--- src/b64e_pkg.sv ---
// Package for the streaming base64 encoder: request/response payload types,
// the group phase enum, the job record and the sextet-to-character mapping.
// No dependencies.
`default_nettype none

package b64e_pkg;

   // Request payload: one raw byte of the message
   typedef struct packed {
      logic [7:0] data_byte;
      logic       final_byte;
   } req_type;

   // Response payload: one output character
   typedef struct packed {
      logic [7:0] out_char;
      logic       run_last;
      logic       message_end;
   } rsp_type;

   // Position within the current 3-byte group
   typedef enum logic [1:0] {
      PH_FIRST  = 2'd0,
      PH_SECOND = 2'd1,
      PH_THIRD  = 2'd2
   } phase_type;

   // Characters one byte produces, at most four
   localparam int unsigned JOB_SLOTS   = 4;
   localparam int unsigned SLOT_W      = $clog2(JOB_SLOTS);

   // Job queue between the front and back parts
   localparam int unsigned JOB_DEPTH   = 4;
   localparam int unsigned JOB_PTR_W   = $clog2(JOB_DEPTH);
   localparam int unsigned JOB_CNT_W   = $clog2(JOB_DEPTH + 1);

   localparam logic [7:0] PAD_CHAR     = 8'h3D;
   localparam logic [7:0] CHAR_UPPER_A = 8'h41;
   localparam logic [7:0] CHAR_LOWER_A = 8'h61;
   localparam logic [7:0] CHAR_ZERO    = 8'h30;
   localparam logic [7:0] CHAR_PLUS    = 8'h2B;
   localparam logic [7:0] CHAR_SLASH   = 8'h2F;

   // One classified byte: its characters, the index of the last one, final flag
   typedef struct packed {
      logic [JOB_SLOTS-1:0][7:0] chars;
      logic [SLOT_W-1:0]         last_slot;
      logic                      fin;
   } job_type;

   // Map a 6-bit sextet onto the standard base64 alphabet
   function automatic logic [7:0] sextet_char(input logic [5:0] s);
      logic [7:0] ext;
      ext = {2'b00, s};
      if (s < 6'd26) begin
         return CHAR_UPPER_A + ext;
      end else if (s < 6'd52) begin
         return CHAR_LOWER_A + ext - 8'd26;
      end else if (s < 6'd62) begin
         return CHAR_ZERO + ext - 8'd52;
      end else if (s == 6'd62) begin
         return CHAR_PLUS;
      end else begin
         return CHAR_SLASH;
      end
   endfunction

endpackage

`default_nettype wire

--- src/b64e_front.sv ---
// Front part of the base64 encoder: accepts bytes, tracks the group phase and
// leftover bits, and turns each byte into a job of up to four characters.
// Depends on b64e_pkg.
`default_nettype none

module b64e_front (
   input  wire logic              clock,
   input  wire logic              reset,
   input  wire b64e_pkg::req_type req_data,
   input  wire logic              accept,
   output b64e_pkg::job_type      job
);
   import b64e_pkg::*;

   phase_type  phase_ff, phase_in;
   logic [3:0] leftover_ff, leftover_in;

   logic [7:0] b;
   logic       fin;

   assign b   = req_data.data_byte;
   assign fin = req_data.final_byte;

   // Next phase and leftover bits
   always_comb begin
      phase_in    = phase_ff;
      leftover_in = leftover_ff;
      if (accept) begin
         case (phase_ff)
            PH_SECOND: begin
               phase_in    = PH_THIRD;
               leftover_in = b[3:0];
            end
            PH_THIRD: begin
               phase_in    = PH_FIRST;
               leftover_in = 4'd0;
            end
            default: begin
               phase_in    = PH_SECOND;
               leftover_in = {2'b00, b[1:0]};
            end
         endcase
         // close the group on the final byte
         if (fin) begin
            phase_in    = PH_FIRST;
            leftover_in = 4'd0;
         end
      end
   end

   // Build the job for the byte on the request port
   always_comb begin
      job.chars     = {JOB_SLOTS{PAD_CHAR}};
      job.last_slot = '0;
      job.fin       = fin;
      case (phase_ff)
         PH_SECOND: begin
            job.chars[0] = sextet_char({leftover_ff[1:0], b[7:4]});
            if (fin) begin
               job.chars[1]  = sextet_char({b[3:0], 2'b00});
               job.last_slot = SLOT_W'(2);
            end
         end
         PH_THIRD: begin
            job.chars[0]  = sextet_char({leftover_ff[3:0], b[7:6]});
            job.chars[1]  = sextet_char(b[5:0]);
            job.last_slot = SLOT_W'(1);
         end
         default: begin
            job.chars[0] = sextet_char(b[7:2]);
            if (fin) begin
               job.chars[1]  = sextet_char({b[1:0], 4'b0000});
               job.last_slot = SLOT_W'(3);
            end
         end
      endcase
   end

   // Hold state
   always_ff @(posedge clock) begin
      if (reset) begin
         phase_ff    <= PH_FIRST;
         leftover_ff <= 4'd0;
      end else begin
         phase_ff    <= phase_in;
         leftover_ff <= leftover_in;
      end
   end

endmodule

`default_nettype wire

--- src/b64e_job_queue.sv ---
// Short job queue between the front and back parts of the base64 encoder.
// Depends on b64e_pkg.
`default_nettype none

module b64e_job_queue (
   input  wire logic              clock,
   input  wire logic              reset,
   input  wire logic              wr_en,
   input  wire b64e_pkg::job_type wr_job,
   output logic                   full,
   input  wire logic              rd_en,
   output b64e_pkg::job_type      rd_job,
   output logic                   rd_valid
);
   import b64e_pkg::*;

   job_type                entry_ff [JOB_DEPTH];
   logic [JOB_PTR_W-1:0]   wr_ptr_ff, wr_ptr_in;
   logic [JOB_PTR_W-1:0]   rd_ptr_ff, rd_ptr_in;
   logic [JOB_CNT_W-1:0]   count_ff,  count_in;
   logic                   do_wr, do_rd;

   assign full     = (count_ff == JOB_CNT_W'(JOB_DEPTH));
   assign rd_valid = (count_ff != '0);
   assign rd_job   = entry_ff[rd_ptr_ff];
   assign do_wr    = wr_en && !full;
   assign do_rd    = rd_en && rd_valid;

   // Advance pointers and occupancy
   always_comb begin
      wr_ptr_in = do_wr ? wr_ptr_ff + JOB_PTR_W'(1) : wr_ptr_ff;
      rd_ptr_in = do_rd ? rd_ptr_ff + JOB_PTR_W'(1) : rd_ptr_ff;
      count_in  = count_ff;
      if (do_wr && !do_rd) begin
         count_in = count_ff + JOB_CNT_W'(1);
      end else if (!do_wr && do_rd) begin
         count_in = count_ff - JOB_CNT_W'(1);
      end
   end

   always_ff @(posedge clock) begin
      if (reset) begin
         wr_ptr_ff <= '0;
         rd_ptr_ff <= '0;
         count_ff  <= '0;
      end else begin
         wr_ptr_ff <= wr_ptr_in;
         rd_ptr_ff <= rd_ptr_in;
         count_ff  <= count_in;
      end
   end

   // Store jobs
   always_ff @(posedge clock) begin
      if (do_wr) begin
         entry_ff[wr_ptr_ff] <= wr_job;
      end
   end

endmodule

`default_nettype wire

--- src/b64e_back.sv ---
// Back part of the base64 encoder: walks the characters of each job and
// holds one character at a time in the response register.
// Depends on b64e_pkg.
`default_nettype none

module b64e_back (
   input  wire logic              clock,
   input  wire logic              reset,
   input  wire b64e_pkg::job_type job,
   input  wire logic              job_valid,
   output logic                   job_done,
   output b64e_pkg::rsp_type      rsp_data,
   output logic                   empty,
   input  wire logic              pop
);
   import b64e_pkg::*;

   logic [SLOT_W-1:0] slot_ff, slot_in;
   rsp_type           out_ff, out_in;
   logic              out_valid_ff, out_valid_in;
   logic              load;
   logic              at_last;

   assign load     = job_valid && (!out_valid_ff || pop);
   assign at_last  = (slot_ff == job.last_slot);
   assign job_done = load && at_last;
   assign rsp_data = out_ff;
   assign empty    = !out_valid_ff;

   // Pick the next character and advance the slot
   always_comb begin
      slot_in      = slot_ff;
      out_in       = out_ff;
      out_valid_in = out_valid_ff;
      if (load) begin
         out_in.out_char    = job.chars[slot_ff];
         out_in.run_last    = at_last;
         out_in.message_end = at_last && job.fin;
         out_valid_in       = 1'b1;
         slot_in            = at_last ? '0 : slot_ff + SLOT_W'(1);
      end else if (pop) begin
         out_valid_in = 1'b0;
      end
   end

   always_ff @(posedge clock) begin
      if (reset) begin
         slot_ff      <= '0;
         out_valid_ff <= 1'b0;
      end else begin
         slot_ff      <= slot_in;
         out_valid_ff <= out_valid_in;
      end
   end

   // Hold the response payload
   always_ff @(posedge clock) begin
      out_ff <= out_in;
   end

endmodule

`default_nettype wire

--- src/base64_stream_encoder.sv ---
// Streaming base64 encoder; a byte goes through the job queue to the response
// register. Throughput: one character per cycle while the consumer pops, set by
// the single-character response register; a byte yields 1 to 4 characters
// (first and second byte 1, third 2, final byte 2 to 4).
// Reset is synchronous, active high; it clears the group state, the job queue
// and the response valid flag. Depends on b64e_pkg and the b64e_* modules.
`default_nettype none

module base64_stream_encoder (
   input  wire logic              clock,
   input  wire logic              reset,
   input  wire logic              push,
   output logic                   full,
   input  wire b64e_pkg::req_type req_data,
   output logic                   empty,
   input  wire logic              pop,
   output b64e_pkg::rsp_type      rsp_data
);
   import b64e_pkg::*;

   job_type front_job;
   job_type queue_job;
   logic    queue_valid;
   logic    job_done;
   logic    accept;

   assign accept = push && !full;

   // Classify incoming bytes
   b64e_front u_front (
      .clock    (clock),
      .reset    (reset),
      .req_data (req_data),
      .accept   (accept),
      .job      (front_job)
   );

   // Decouple the front from the back
   b64e_job_queue u_queue (
      .clock    (clock),
      .reset    (reset),
      .wr_en    (accept),
      .wr_job   (front_job),
      .full     (full),
      .rd_en    (job_done),
      .rd_job   (queue_job),
      .rd_valid (queue_valid)
   );

   // Emit characters
   b64e_back u_back (
      .clock     (clock),
      .reset     (reset),
      .job       (queue_job),
      .job_valid (queue_valid),
      .job_done  (job_done),
      .rsp_data  (rsp_data),
      .empty     (empty),
      .pop       (pop)
   );

endmodule

`default_nettype wire
--- config.mk ---
export PLATFORM = sky130hd
export DESIGN_NAME = base64_stream_encoder
export DESIGN_NICKNAME = d
export VERILOG_FILES = /design/src/b64e_pkg.sv /design/src/b64e_front.sv /design/src/b64e_job_queue.sv /design/src/b64e_back.sv /design/src/base64_stream_encoder.sv
export SDC_FILE = /design/constraint.sdc
export NUM_CORES = 1
export LEC_CHECK = 0
export BUFFER_PORTS_ARGS = -buffer_cell sky130_fd_sc_hd__buf_2
export CAP_MARGIN = 5
export CORE_UTILIZATION = 24
export DETAILED_ROUTE_END_ITERATION = 12
export SYNTH_ARGS = -nofsm -noshare
export SYNTH_HDL_FRONTEND = slang
export SYNTH_SLANG_ARGS = --single-unit
--- constraint.sdc ---
create_clock -name clock -period 2.53 [get_ports clock]
set_input_delay 0.506 -clock clock [delete_from_list [all_inputs] [get_ports clock]]
set_output_delay 0.506 -clock clock [all_outputs]
set_load 0.1 [all_outputs]
==> metrics, run 1 <==
Critical Path Source Type flop; Crit. End Element flop; area share of the largest cell type after synthesis 0.406; sequential share of the synthesized area 0.462; I/O pin total 25; worst vdd ir 0.000796 V; Yosys cell types 61; RSZ-0062 raised after global routing no; Hold Crit Depth 4; postcts setup bufs 0; main area contributors after synthesis edfxtp_1, ha_1, dfxtp_1; run status finished clean; Rows 59; commonest cells in the netlist edfxtp_1, a21oi_1, nand2_1, ha_1, nand3_1; largest net degree at the start of global routing 20; Post-synth EDFFs 86; synthesized instance count 578; Layout Nets 686; FFs w/ async S/R, synth 0; Final Util 0.291; PostCTS Resize Cnt 0; Cell Area, Placed 7270 um^2; CTS Buf Count 9; yosys warns 0; hpwl dp 11500 um; clock latency on the worst-skew pair 0.34 ns; fmax 0.419 GHz; Synth-to-Final Area Change 19.0%; aggregate global-route resource usage 0.120; Die H 165 um; setup_tns 0 ns; Slew Limit Fails 0; first-pass GRT wire length 25200 um; power per standard cell area 834 nW/um^2; CP Data Arrival Time 2.46 ns; kind of critical path flop to flop; post-route ant nets 0; H-tree depth 3; R2R Setup Slk 0.14 ns; Vias per Instance 4.89; DRC 0; layout cell share with drive strength beyond 1 0.213; antenna violations before repair 0; Clk pin slew, worst setup/hold paths 0.07 ns; total grt overflow 0; Bufs on Longest Clock Path 2; Reg-to-Reg Start u_front.leftover_ff[0]; GPL Wtd Cong 0.882; Slew HR 0.629; worst reg-to-reg path cell count 7; Tmin final 2.39 ns; routed via count 4781; Cell Area, Synth 6360 um^2; Worst Path Required 2.60 ns; Final setup viols 0; Detailed Route WL 15700 um; main flop type after synthesis edfxtp_1; min-delay src pop; Tightest Pin Transition 0.551 ns; syn avg cell area 11.0 um^2; maxcap violations 0; DR pass1 iterations 5; Core Region 26100 um^2; post-synthesis net count 627; chip width 165 um; top-count cell post-synth edfxtp_1; Root Driver clkbuf_16; fin crit share 0.944; hold endpoint u_back.out_valid_ff; post-route clock skew 0.00713 ns; IO buf count 24; Hold-fix buffers, CTS 0; cell taking the most area after synthesis edfxtp_1; Initial Util 0.244; CP max FO 9; average wire per standard cell 16.1 um; clock sink count 104; Leak Pwr 2.71 nW; CTS tree yes; Worst R2R End u_queue.entry_ff[0][6]; Yosys reg bits 104; Hold Vio Cnt, Final 0; die area 27200 um^2; ANT cells 0; vias in the first global route 4569; post-route design area 7570 um^2; initial drt markers 407; HP Class input port to flop
area by class of cell:
cell class | count | area (um^2)
clock buffers | 13 | 250
clock inverters | 3 | 42.5
fillers | 2661 | 18500
inverters | 32 | 123
multi-input cells | 400 | 3160
flip-flops and latches | 104 | 2950
well taps | 335 | 419
repair buffers | 90 | 628
cell families after synthesis:
group | after synthesis | share of synthesized area
adder cells (fa/ha/maj) | 36 | 0.0720
multiplexers | 29 | 0.0869
AO/OA/AOI/OAI | 147 | 0.158
XOR/XNOR | 29 | 0.0458
buffers and inverters | 74 | 0.0472
AND/OR/NAND/NOR | 159 | 0.127
flip-flops | 104 | 0.462
cell usage in the layout, fill, tap and decap left out, types with 4 or more instances in the layout:
cell type	count
o21bai_1	7
mux4_1	6
mux4_2	13
and2_1	11
mux2i_1	8
edfxtp_1	86
o2111ai_1	6
o211ai_1	4
nor2_1	21
inv_1	27
a221o_1	4
and3_1	4
nand3_1	31
clkbuf_16	9
o21ai_0	12
buf_2	24
nor3_1	10
dfxtp_1	15
nor2b_1	8
nand2b_1	9
xor2_1	4
a211oi_1	9
xnor2_1	23
a211o_1	8
or3_1	9
a21o_1	6
o31ai_1	6
a31oi_1	9
a221oi_1	6
ha_1	34
nand2_1	37
buf_4	65
a21oi_1	47
nand4_1	7
critical path: stages, from the launching register on:
cell and delay [ns]:
dfxtp_1 0.45, inv_1 0.14, ha_1 0.31, nand2b_2 0.30, and3_1 0.20, nor4_1 0.28, a211oi_1 0.12, a211o_1 0.31
flip-flops by register name (all words and copies together), names as in the netlist, named ones only:
| register | count |
|---|---|
| u_queue.entry_ff | 76 |
| u_back.rsp_data | 10 |
| u_front.leftover_ff | 4 |
| u_queue.count_ff | 3 |
| u_back.slot_ff | 2 |
| u_front.phase_ff | 2 |
| u_queue.rd_ptr_ff | 2 |
| u_queue.wr_ptr_ff | 2 |
| u_back.out_valid_ff | 1 |
worst max-delay path by stage:
stage / to / cells past startpoint / from
2_1_floorplan: u_queue.count_ff[2] / 11 / u_queue.count_ff[1]
3_3_place_gp: u_queue.entry_ff[0][10] / 9 / req_data[5]
3_5_place_dp: u_queue.count_ff[2] / 9 / flop
4_1_cts: u_queue.count_ff[2] / 9 / flop
5_1_grt: u_queue.count_ff[2] / 9 / flop
6_report: u_queue.entry_ff[0][6] / 7 / u_front.leftover_ff[0]
metal layers:
layer	global-route usage	share of wire
met5	0	0
met4	0.0317	0.013
met3	0.0166	0.036
met2	0.200	0.48
met1	0.163	0.47
power breakdown:
part / switching [W] / internal [W] / total (W)
sequential: 0.000145 / 0.00228 / 0.00242
clock: 0.000568 / 0.000793 / 0.00136
combinational: 0.00168 / 0.000856 / 0.00253
through the flow:
| stage | cells | setup slack (ns) | hold slack [ns] | power, W |
|---|---|---|---|---|
| finish | 977 | 0.143 | 0.450 | 0.00632 |
| global route | 977 | 0.0111 | 0.506 | 0.00665 |
| CTS | 977 | 0.0647 | 0.446 | 0.00637 |
| detailed placement | 961 | 0.0830 | 0.474 | 0.00501 |
| global placement | 961 | 0.0671 | 0.457 | 0.00499 |
| floorplan | 578 | -0.220 | 0.446 | 0.00441 |
Note: power is estimated with default switching activity, not from simulation.
==> inputs of run 2 (changes only) <==
Settings changed: ABC_AREA from default to 1.
==> metrics, run 2 <==
CTS tree yes; failing checks design-rule violations; main area contributors after synthesis edfxtp_1, nand2_1, nand3_1; Post-synth EDFFs 86; layout cell share with drive strength beyond 1 0.129; aggregate global-route resource usage 0.126; most frequent cells in the layout nand2_1, nand3_1, edfxtp_1; Leak Pwr 3.09 nW; H-tree depth 3; commonest cells in the netlist nand2_1, nand3_1, edfxtp_1, inv_1, o21ai_0; Cell Area, Placed 7100 um^2; Tightest Pin Transition 0.505 ns; post-route clock skew 0.00824 ns; run status finished with violations; Detailed Route WL 17100 um; most common cell after layout, fill and taps aside nand2_1; Crit path top cell by count nand2_1; dpl ws 0.113 ns; total power 0.00694 W; Slowest cell on crit path dfxtp_1; Vias per Instance 4.80; initial drt markers 530; DR pass1 iterations 10; main flop type after synthesis edfxtp_1; Critical Path Source Type flop; part of the power in combinational logic 0.435; IO buf count 24; antenna violations before repair 0; postcts setup bufs 0; Worst Path Required 2.63 ns; yosys warns 0; average wire per standard cell 14.6 um; Final setup viols 0; syn avg cell area 8.13 um^2; Die H 166 um; crit-path leading delay family compound AO/OA/AOI/OAI gates; CP max stage delay 0.43 ns; RSZ-0062 raised after global routing no; crit-path cells clkinv_1 > ha_1 > inv_1 > nand2_1 > o21ai_0 > a21oi_1 > o21ai_0 > nand2_1 > nand2_1 > o21ai_1 > buf_4; Cell Area, Synth 6430 um^2; PostCTS Resize Cnt 0; synthesized instance count 791; routed via count 5632; setup_tns 0 ns; worst reg-to-reg path cell count 11; Hold Vio Cnt, Final 0; HP Class input port to flop; top-count cell post-synth nand2_1; worst vdd ir 0.000368 V; clock sink count 104; Yosys reg bits 104; largest net degree at the start of global routing 24; CTS Buf Count 9; Tmin final 2.38 ns; power per standard cell area 937 nW/um^2; ANT cells 0; Hold-fix buffers, CTS 0; Biggest register u_queue.entry_ff; Bufs on Longest Clock Path 2; Seq pwr share 0.359; kind of critical path flop to flop; Initial Util 0.246; first-pass GRT wire length 27800 um; Clk pwr share 0.207; number of flip-flops under the largest register name 76; total grt overflow 0; cell taking the most area after synthesis edfxtp_1; Core Region 26200 um^2; CP Data Arrival Time 2.48 ns; hpwl dp 12600 um; die area 27500 um^2; clock latency on the worst-skew pair 0.35 ns; CP Buf/Inv Count 3; post-route ant nets 0; Switching Power 0.00301 W; area share of the largest cell type after synthesis 0.401; R2R Setup Slk 0.15 ns; Root Driver clkbuf_16; sequential share of the synthesized area 0.457; maxcap violations 0; chip width 166 um; Fill cells 2768; Slew Limit Fails 0; Rows 59; post-route design area 7410 um^2; WP depth 11; DRC 10; fin crit share 0.941; post-synthesis net count 840; Clk pin slew, worst setup/hold paths 0.07 ns; Hold Crit Depth 2; Crit. End Element flop; GPL Wtd Cong 0.903; cell internal pwr 0.00393 W; I/O pin total 25; Net Sw Frac 0.433; Slew HR 0.661; Yosys cell types 40; vias in the first global route 5334; Layout Nets 882; fmax 0.420 GHz; fin worst setup slack 0.148 ns; CP max FO 6; FFs w/ async S/R, synth 0; Synth-to-Final Area Change 15.2%
==> run 2: cell type report <==
class	count	area [um^2]	area share
clock inverter	6	73.8	0.00996
tap	335	419	0.0566
inverter	88	337	0.0454
clock buffer	10	239	0.0322
timing repair buffer	64	420	0.0567
multi-input combinational	566	2980	0.402
sequential	104	2940	0.397
==> run 2: cells by family (layout without fill, tap and decap cells) <==
family / after synthesis / in the layout / share of synthesized area
flops: 104 / 104 / 0.457
xor+xnor: 10 / 10 / 0.0136
fa+ha+maj: 36 / 36 / 0.0712
compound gates: 165 / 165 / 0.142
buf+inv: 121 / 168 / 0.0805
simple gates: 355 / 355 / 0.236
==> run 2: worst reg2reg max path, stage by stage, from the launching register on <==
cell and delay [ns]:
dfxtp_1 0.43, clkinv_1 0.24, ha_1 0.31, inv_1 0.11
nand2_1 0.14, o21ai_0 0.19, a21oi_1 0.08, o21ai_0 0.14
nand2_1 0.13, nand2_1 0.08, o21ai_1 0.12, buf_4 0.17
==> run 2: power groups by stage <==
| stage | Sequential, W | Combinational [W] | Clock, W |
|---|---|---|---|
| after CTS | 0.00249 | 0.00302 | 0.00146 |
| after global placement | 0.00253 | 0.00298 | 0 |
| after detailed placement | 0.00253 | 0.00301 | 0 |
| after floorplan | 0.00312 | 0.00166 | 0 |
| final | 0.00249 | 0.00302 | 0.00143 |
| after global routing | 0.00252 | 0.00330 | 0.00153 |
==> run 2: path summary, 6_finish.rpt <==
kind	startpoint	to
setup / recovery	u_front.leftover_ff[1]	u_queue.entry_ff[2][4]
hold / removal	reset	u_queue.count_ff[0]
setup reg to reg	u_front.leftover_ff[1]	u_queue.entry_ff[2][4]
hold reg to reg	u_queue.wr_ptr_ff[0]	u_queue.wr_ptr_ff[0]
==> run 2: routing by layer <==
layer  track usage  share of wire  up-vias
met2         0.203           0.46      193
met3        0.0162          0.057       29
met5             0              0        -
met4        0.0463          0.020        0
li1              -              -     2768
met1         0.171           0.47     2642
==> run 2: through the flow <==
stage	utilization	hold WS, ns	cells
after floorplan	-	0.459	791
after global placement	0.271	0.484	1157
after detailed placement	0.271	0.488	1157
after CTS	0.283	0.458	1173
after global routing	0.283	0.476	1173
final	0.283	0.461	1173
